===== config.mk =====
export PLATFORM = sky130hd
export DESIGN_NAME = running_lcm_accumulator
export DESIGN_NICKNAME = d
export VERILOG_FILES = /design/src/rtl/rla_pkg.sv /design/src/rtl/rla_dpath.sv /design/src/rtl/rla_ctrl.sv /design/src/rtl/running_lcm_accumulator.sv
export SDC_FILE = /design/constraint.sdc
export NUM_CORES = 2
export LEC_CHECK = 0
export BUFFER_PORTS_ARGS = -buffer_cell sky130_fd_sc_hd__buf_2
export CELL_PAD_IN_SITES_DETAIL_PLACEMENT = 1
export CELL_PAD_IN_SITES_GLOBAL_PLACEMENT = 1
export CORE_MARGIN = 1.5
export CORE_UTILIZATION = 50
export CTS_CLUSTER_DIAMETER = 50
export CTS_CLUSTER_SIZE = 8
export DETAILED_ROUTE_END_ITERATION = 6
export GPL_ROUTABILITY_DRIVEN = 0
export PLACE_DENSITY = 0.85
export SLEW_MARGIN = 20
export SYNTH_ARGS = -nofsm -noshare
export SYNTH_HDL_FRONTEND = slang
export SYNTH_SLANG_ARGS = --single-unit

===== constraint.sdc =====
create_clock -name clk -period 14 [get_ports clk]
set_input_delay 0.7 -clock clk [delete_from_list [all_inputs] [get_ports clk]]
set_output_delay 0.7 -clock clk [all_outputs]
set_load 0.01 [all_outputs]

===== src/rtl/rla_pkg.sv =====
`default_nettype none
// ----------------------------------------------------------------------------
// rla_pkg
// shared widths, codes and controller/datapath interface types for the
// running lcm accumulator
// ----------------------------------------------------------------------------
package rla_pkg;

	// operand width and derived sizes
	localparam int DATA_WIDTH = 31;
	localparam int TDATA_W    = ((DATA_WIDTH + 7) / 8) * 8;
	localparam int CNT_W      = $clog2(DATA_WIDTH);
	localparam int PROD_W     = 2 * DATA_WIDTH;
	localparam logic [DATA_WIDTH-1:0] LCM_MAX = {DATA_WIDTH{1'b1}};

	// result status codes
	typedef enum logic [1:0] {
		ST_OK   = 2'd0,
		ST_ZERO = 2'd1,
		ST_OVF  = 2'd2
	} status_t;

	// controller states
	typedef enum logic [2:0] {
		S_IDLE,
		S_GCD,
		S_DIV,
		S_MUL,
		S_FIN
	} state_t;

	// commands from controller to datapath
	typedef struct packed {
		logic load;
		logic gcd_step;
		logic div_init;
		logic div_step;
		logic mul;
		logic fin;
	} cmd_t;

	// status from datapath to controller
	typedef struct packed {
		logic fast;
		logic gcd_done;
		logic div_last;
	} dp_stat_t;

endpackage
`default_nettype wire


===== src/rtl/rla_dpath.sv =====
`default_nettype none
// ----------------------------------------------------------------------------
// rla_dpath
// datapath: running lcm register, binary gcd, restoring divider,
// multiply with overflow check and result register
// ----------------------------------------------------------------------------
module rla_dpath (
	input  wire logic                          clk,
	input  wire logic                          arst_n,
	input  wire rla_pkg::cmd_t                 cmd,
	input  wire logic [rla_pkg::DATA_WIDTH-1:0] in_value,
	input  wire logic                          in_start,
	output rla_pkg::dp_stat_t                  stat,
	output logic [rla_pkg::DATA_WIDTH-1:0]     res_lcm,
	output rla_pkg::status_t                   res_status
);
	import rla_pkg::*;

	logic [DATA_WIDTH-1:0] lcm_q;
	logic [DATA_WIDTH-1:0] v_q;
	logic                  start_q;
	logic [DATA_WIDTH-1:0] a_q, b_q;
	logic [CNT_W-1:0]      k_q;
	logic [DATA_WIDTH-1:0] rem_q;
	logic [DATA_WIDTH-1:0] quo_q;
	logic [DATA_WIDTH-1:0] dsr_q;
	logic [CNT_W-1:0]      cnt_q;
	logic [PROD_W-1:0]     prod_q;
	logic [DATA_WIDTH-1:0] res_lcm_q;
	status_t               res_status_q;

	logic [DATA_WIDTH-1:0] a_nxt, b_nxt;
	logic [CNT_W-1:0]      k_nxt;
	logic [DATA_WIDTH:0]   rem_sh, rem_sub;
	logic                  q_bit;
	logic [DATA_WIDTH-1:0] lcm_nxt;
	status_t               st_nxt;

	// status to controller
	assign stat.fast     = (v_q == '0) || start_q || (lcm_q == '0);
	assign stat.gcd_done = (a_q == b_q);
	assign stat.div_last = (cnt_q == '0);

	// one binary gcd step
	always_comb begin
		a_nxt = a_q;
		b_nxt = b_q;
		k_nxt = k_q;
		if (!a_q[0] && !b_q[0]) begin
			a_nxt = a_q >> 1;
			b_nxt = b_q >> 1;
			k_nxt = k_q + CNT_W'(1);
		end else if (!a_q[0]) begin
			a_nxt = a_q >> 1;
		end else if (!b_q[0]) begin
			b_nxt = b_q >> 1;
		end else if (a_q > b_q) begin
			a_nxt = (a_q - b_q) >> 1;
		end else begin
			b_nxt = (b_q - a_q) >> 1;
		end
	end

	// one restoring division step
	always_comb begin
		rem_sh  = {rem_q, quo_q[DATA_WIDTH-1]};
		q_bit   = (rem_sh >= {1'b0, dsr_q});
		rem_sub = q_bit ? (rem_sh - {1'b0, dsr_q}) : rem_sh;
	end

	// final result selection
	always_comb begin
		lcm_nxt = lcm_q;
		st_nxt  = ST_OK;
		if (v_q == '0) begin
			st_nxt = ST_ZERO;
		end else if (start_q || (lcm_q == '0)) begin
			lcm_nxt = v_q;
		end else if (|prod_q[PROD_W-1:DATA_WIDTH]) begin
			lcm_nxt = LCM_MAX;
			st_nxt  = ST_OVF;
		end else begin
			lcm_nxt = prod_q[DATA_WIDTH-1:0];
		end
	end

	// running lcm state
	always_ff @(posedge clk or negedge arst_n) begin
		if (!arst_n) begin
			lcm_q <= DATA_WIDTH'(1);
		end else if (cmd.fin) begin
			lcm_q <= lcm_nxt;
		end
	end

	// working registers
	always_ff @(posedge clk) begin
		if (cmd.load) begin
			v_q     <= in_value;
			start_q <= in_start;
			a_q     <= lcm_q;
			b_q     <= in_value;
			k_q     <= '0;
		end else if (cmd.gcd_step) begin
			a_q <= a_nxt;
			b_q <= b_nxt;
			k_q <= k_nxt;
		end
		if (cmd.div_init) begin
			rem_q <= '0;
			quo_q <= lcm_q;
			dsr_q <= a_q << k_q;
			cnt_q <= CNT_W'(DATA_WIDTH - 1);
		end else if (cmd.div_step) begin
			rem_q <= rem_sub[DATA_WIDTH-1:0];
			quo_q <= {quo_q[DATA_WIDTH-2:0], q_bit};
			cnt_q <= cnt_q - CNT_W'(1);
		end
		if (cmd.mul) begin
			prod_q <= PROD_W'(quo_q) * PROD_W'(v_q);
		end
		if (cmd.fin) begin
			res_lcm_q    <= lcm_nxt;
			res_status_q <= st_nxt;
		end
	end

	assign res_lcm    = res_lcm_q;
	assign res_status = res_status_q;

endmodule
`default_nettype wire


===== src/rtl/rla_ctrl.sv =====
`default_nettype none
// ----------------------------------------------------------------------------
// rla_ctrl
// controller: sequences gcd, divide, multiply and result hand-off,
// owns the stream handshakes
// ----------------------------------------------------------------------------
module rla_ctrl (
	input  wire logic              clk,
	input  wire logic              arst_n,
	input  wire logic              in_valid,
	output logic                   in_ready,
	output logic                   out_valid,
	input  wire logic              out_ready,
	input  wire rla_pkg::dp_stat_t stat,
	output rla_pkg::cmd_t          cmd
);
	import rla_pkg::*;

	state_t state_q, state_nxt;
	logic   out_valid_q;
	logic   out_free;

	assign out_free = !out_valid_q || out_ready;

	// state register
	always_ff @(posedge clk or negedge arst_n) begin
		if (!arst_n) begin
			state_q <= S_IDLE;
		end else begin
			state_q <= state_nxt;
		end
	end

	// next state and commands
	always_comb begin
		state_nxt = state_q;
		cmd       = '0;
		in_ready  = 1'b0;
		case (state_q)
			S_IDLE: begin
				in_ready = 1'b1;
				if (in_valid) begin
					cmd.load  = 1'b1;
					state_nxt = S_GCD;
				end
			end
			S_GCD: begin
				if (stat.fast) begin
					state_nxt = S_FIN;
				end else if (stat.gcd_done) begin
					cmd.div_init = 1'b1;
					state_nxt    = S_DIV;
				end else begin
					cmd.gcd_step = 1'b1;
				end
			end
			S_DIV: begin
				cmd.div_step = 1'b1;
				if (stat.div_last) begin
					state_nxt = S_MUL;
				end
			end
			S_MUL: begin
				cmd.mul   = 1'b1;
				state_nxt = S_FIN;
			end
			S_FIN: begin
				if (out_free) begin
					cmd.fin   = 1'b1;
					state_nxt = S_IDLE;
				end
			end
			default: begin
				state_nxt = S_IDLE;
			end
		endcase
	end

	// output valid flag
	always_ff @(posedge clk or negedge arst_n) begin
		if (!arst_n) begin
			out_valid_q <= 1'b0;
		end else if (cmd.fin) begin
			out_valid_q <= 1'b1;
		end else if (out_ready) begin
			out_valid_q <= 1'b0;
		end
	end

	assign out_valid = out_valid_q;

endmodule
`default_nettype wire


===== src/rtl/running_lcm_accumulator.sv =====
// a zero or start item goes from the input transfer straight to the result register;
// otherwise it runs through the binary gcd steps, DATA_WIDTH restoring divide steps,
// the multiply and then the result register
// one item is in work at a time; the next item is taken once the result
// is in the output register, which may still wait for the downstream transfer
// reset: arst_n clears control and sets the running lcm to one
`default_nettype none
// ----------------------------------------------------------------------------
// running_lcm_accumulator
// keeps the least common multiple of a stream of integers, with set restart,
// zero rejection and overflow saturation
// ----------------------------------------------------------------------------
module running_lcm_accumulator (
	input  wire logic                       clk,
	input  wire logic                       arst_n,
	input  wire logic                       s_tvalid,
	output logic                            s_tready,
	input  wire logic [rla_pkg::TDATA_W-1:0] s_tdata,  // value
	input  wire logic                       s_tuser,  // start_set
	output logic                            m_tvalid,
	input  wire logic                       m_tready,
	output logic [rla_pkg::TDATA_W-1:0]     m_tdata,  // lcm_so_far
	output logic [1:0]                      m_tuser   // status
);
	import rla_pkg::*;

	cmd_t                  cmd;
	dp_stat_t              stat;
	logic [DATA_WIDTH-1:0] res_lcm;
	status_t               res_status;

	// sequencer
	rla_ctrl u_ctrl (
		.clk       (clk),
		.arst_n    (arst_n),
		.in_valid  (s_tvalid),
		.in_ready  (s_tready),
		.out_valid (m_tvalid),
		.out_ready (m_tready),
		.stat      (stat),
		.cmd       (cmd)
	);

	// arithmetic
	rla_dpath u_dpath (
		.clk        (clk),
		.arst_n     (arst_n),
		.cmd        (cmd),
		.in_value   (s_tdata[DATA_WIDTH-1:0]),
		.in_start   (s_tuser),
		.stat       (stat),
		.res_lcm    (res_lcm),
		.res_status (res_status)
	);

	// result packing
	assign m_tdata = TDATA_W'(res_lcm);
	assign m_tuser = res_status;

endmodule
`default_nettype wire


==> results.md <==
- RSZ-0062 raised after global routing: false
- Hold Fails Final Rpt: 0
- Synth unique cells: 81
- Fmax achieved: 111 MHz
- I/O Buffers: 70
- Top cells by area, synth: fa_1 (33%), edfxtp_1 (15%), ha_1 (8.6%), inv_1 (6.7%), and2_1 (6.5%)
- Clk_lat worst skew: 630 ps
- Post-Route Skew: 36.3 ps
- Initial antenna violation count: 5
- IO Pins: 73
- Row cnt: 116
- Yosys reg bits: 327
- Hold WC Path Type: primary input to async pin
- Initial Utilization: 50.7%
- Final WL: 174000 um
- Reg2reg setup slack: 5010 ps
- Synthesized Nets: 6793
- Vias per cell: 6.06
- Die X: 322 um
- # hold bufs at CTS: 0
- CTS Buf Count: 53
- Leading area contributor after synthesis: fa_1
- Max cap viols: 0
- Post-CTS setup buffers: 0
- Multi-input gate area: 37000 um2
- Layout cells sized above 1: 5.06%
- Slew @ Worst Pin: 1110 ps
- Number of synthesized flops with an enable pin: 251
- R2R cell count: 22
- Root buffer cell: clkbuf_16
- Final routed DRC violation total: 0
- Register area share after synthesis: 18.1%
- All-Layer GR Usage: 34.2%
- Grt total ovfl: 0
- Area Growth Syn to Fin: 6.06%
- Dpl hpwl: 128000 um
- Max-slew violations: 0
- Clk buf depth: 3
- Final setup viols: 0
- Worst path arrival time: 9350 ps
- Slew Limit Headroom: 25.3%
- Mapped Cells: 5566
- TritonCTS clock tree: built
- Startpoint type of the worst setup path: flop
- Critical Path Sink Type: flop
- Worst EP required: 14360 ps
- CORE AREA: 100000 um2
- Final Critical Period: 8990 ps
- CTS resizes: 0
- Reg area: 9240 um2
- Status: complete, no violations
- CTS clock-pin slew for the worst setup and hold paths: 60 ps
- Vias in the first global route: 46935
- DRT Pass-1 Iters: 5
- Period utilisation layout: 64.2%
- Via Count: 41386
- Yosys warns: 0
- DR iter-0 viols: 3342
- ANT nets after route: 0
- Crit path max fanout: 19
- Top_reg_cell synth: edfxtp_1
- Setup_tns: 0 ps
- Die Y: 322 um
- Filler instances: 11610
- First-pass GRT wire length: 271000 um
- Synth top area share: 33.0%
- H-tree levels: 2
- Avg Inst Size Synth: 9.15 um2
- Nets: 6659
- Ys async rst share: 10.7%
- Pin count of the biggest net entering global routing: 75
- Post-synthesis cell area: 50900 um2
- TritonCTS Sinks: 327
- WL/cell: 25.5 um
- Critical path type: flop to flop
- Die area: 104000 um2
## area by class of cell
cell class / count / area share [%]
multi-input cells: 3987 / 68.5
flip-flops and latches: 327 / 17.1
inverters: 905 / 6.30
clock buffers: 83 / 2.74
repair buffers: 158 / 1.87
clock inverters: 16 / 0.329
well taps: 1357 / 3.14
diodes: 2 / 0.00927
## cells by family (layout without fill, tap and decap cells)
| group | Yosys count | count (layout) | synth area share, % |
|---|---|---|---|
| DFF | 327 | 327 | 18.1 |
| and+or+nand+nor | 1847 | 1847 | 17.5 |
| AOI/OAI and AO/OA | 739 | 739 | 9.33 |
| xor gates and xnor gates | 147 | 147 | 2.53 |
| buffers and inverters | 1252 | 1162 | 9.30 |
| adders and majority gates | 1190 | 1190 | 41.6 |
| other | 1 | 3 | 0.00737 |
| muxes | 63 | 63 | 1.54 |
## flip-flops by register name (all words and copies together), names as in the netlist, 31 cells and up
| signal | flops |
|---|---|
| u_dpath.dsr_q | 31 |
| u_dpath.quo_q | 31 |
| u_dpath.rem_q | 31 |
| u_dpath.b_q | 31 |
| u_dpath.prod_q | 62 |
| u_dpath.res_lcm | 31 |
| u_dpath.lcm_q | 31 |
| u_dpath.v_q | 31 |
| u_dpath.a_q | 31 |
## metrics by stage
stage / instance area (um2) / hold slack, ps / setup slack [ps] / utilization [%] / cells
after floorplan: 50900 / 404 / 6560 / - / 5566
after global placement: 52300 / 469 / 5460 / 52.1 / 6734
after detailed placement: 52300 / 483 / 5220 / 52.1 / 6734
after CTS: 54000 / 240 / 5130 / 53.8 / 6833
after global routing: 54000 / 251 / 4790 / 53.8 / 6833
final: 54000 / 223 / 5010 / 53.8 / 6835
## placed cells by master, fill, tap and decap left out, types with 13 or more instances in the layout
cell | synthesis | routed
and3_1 | 34 | 34
clkbuf_1 | 317 | 26
nor4b_1 | 32 | 32
ha_1 | 350 | 350
o21ai_0 | 133 | 133
clkbuf_16 | 0 | 53
a21o_1 | 102 | 102
nand2_1 | 863 | 862
nor2_1 | 191 | 186
edfxtp_1 | 251 | 251
nor3_1 | 40 | 38
a21oi_1 | 231 | 231
o31ai_1 | 69 | 69
fa_1 | 840 | 840
dfrtp_1 | 34 | 34
and2_1 | 526 | 525
buf_2 | 15 | 70
inv_1 | 902 | 901
xor2_1 | 51 | 51
dfxtp_1 | 41 | 40
o21bai_1 | 31 | 31
mux2i_1 | 50 | 50
nand3_1 | 42 | 42
nand4_1 | 44 | 44
o21a_1 | 18 | 18
nor2b_1 | 13 | 13
a211oi_1 | 23 | 23
buf_4 | 4 | 88
nor4_1 | 27 | 27
a31oi_1 | 24 | 24
xnor2_1 | 96 | 96
## metal layers
layer	wire length (um)	GRT usage, %
met1	64900	41.1
met2	85300	58.2
met3	12700	5.39
met4	11400	19.9
met5	38	0
## Yosys cell counts, types with 11 or more instances
cell type and instances:
edfxtp_1 251, buf_1 11, xor2_1 51, nor4_1 27, a21o_1 102, nor2b_1 13, buf_2 15, nor4b_1 32
o21bai_1 31, clkbuf_1 317, xnor2_1 96, o31ai_1 69, nor2_1 191, inv_1 902, nand2b_1 11, o21a_1 18
and3_1 34, nand2_1 863, a31oi_1 24, nor3_1 40, nand4_1 44, a21oi_1 231, o21ai_0 133, or3_1 11
a211oi_1 23, and2_1 526, nand3_1 42, o211ai_1 12, ha_1 350, fa_1 840, dfrtp_1 34, mux2i_1 50
dfxtp_1 41, mux4_2 12
## worst max-delay path, cell delays in order (launching register included)
cell,delay [ps]
edfxtp_1,850
buf_4,430
nand2_1,130
fa_1,580
inv_1,60
fa_1,490
fa_1,610
fa_1,490
fa_1,550
fa_1,460
fa_1,580
fa_1,450
ha_1,420
nand2_1,120
nor4_1,530
nand4_1,240
nor2_1,130
o21ai_0,310
a211o_1,430
a21oi_1,220
nor3_1,130
o31ai_1,330
xnor2_1,100
## path summary, 6_finish.rpt
path,end,start
worst max-delay path,u_dpath.prod_q[55]$_DFFE_PP_,u_dpath.quo_q[8]$_DFFE_PP_
worst min-delay path,u_dpath.lcm_q[1]$_DFFE_PN0P_,arst_n
worst max register to register,u_dpath.prod_q[55]$_DFFE_PP_,u_dpath.quo_q[8]$_DFFE_PP_
worst min register to register,u_dpath.rem_q[28]$_SDFFE_PP0P_,u_dpath.rem_q[28]$_SDFFE_PP0P_
max in group asynchronous,u_dpath.lcm_q[28]$_DFFE_PN0P_,arst_n
min in group clk,u_dpath.start_q$_DFFE_PP_,s_tuser
Power is not shown: default switching activity piles up to over one toggle a cycle in this logic, so the estimate is an artifact.
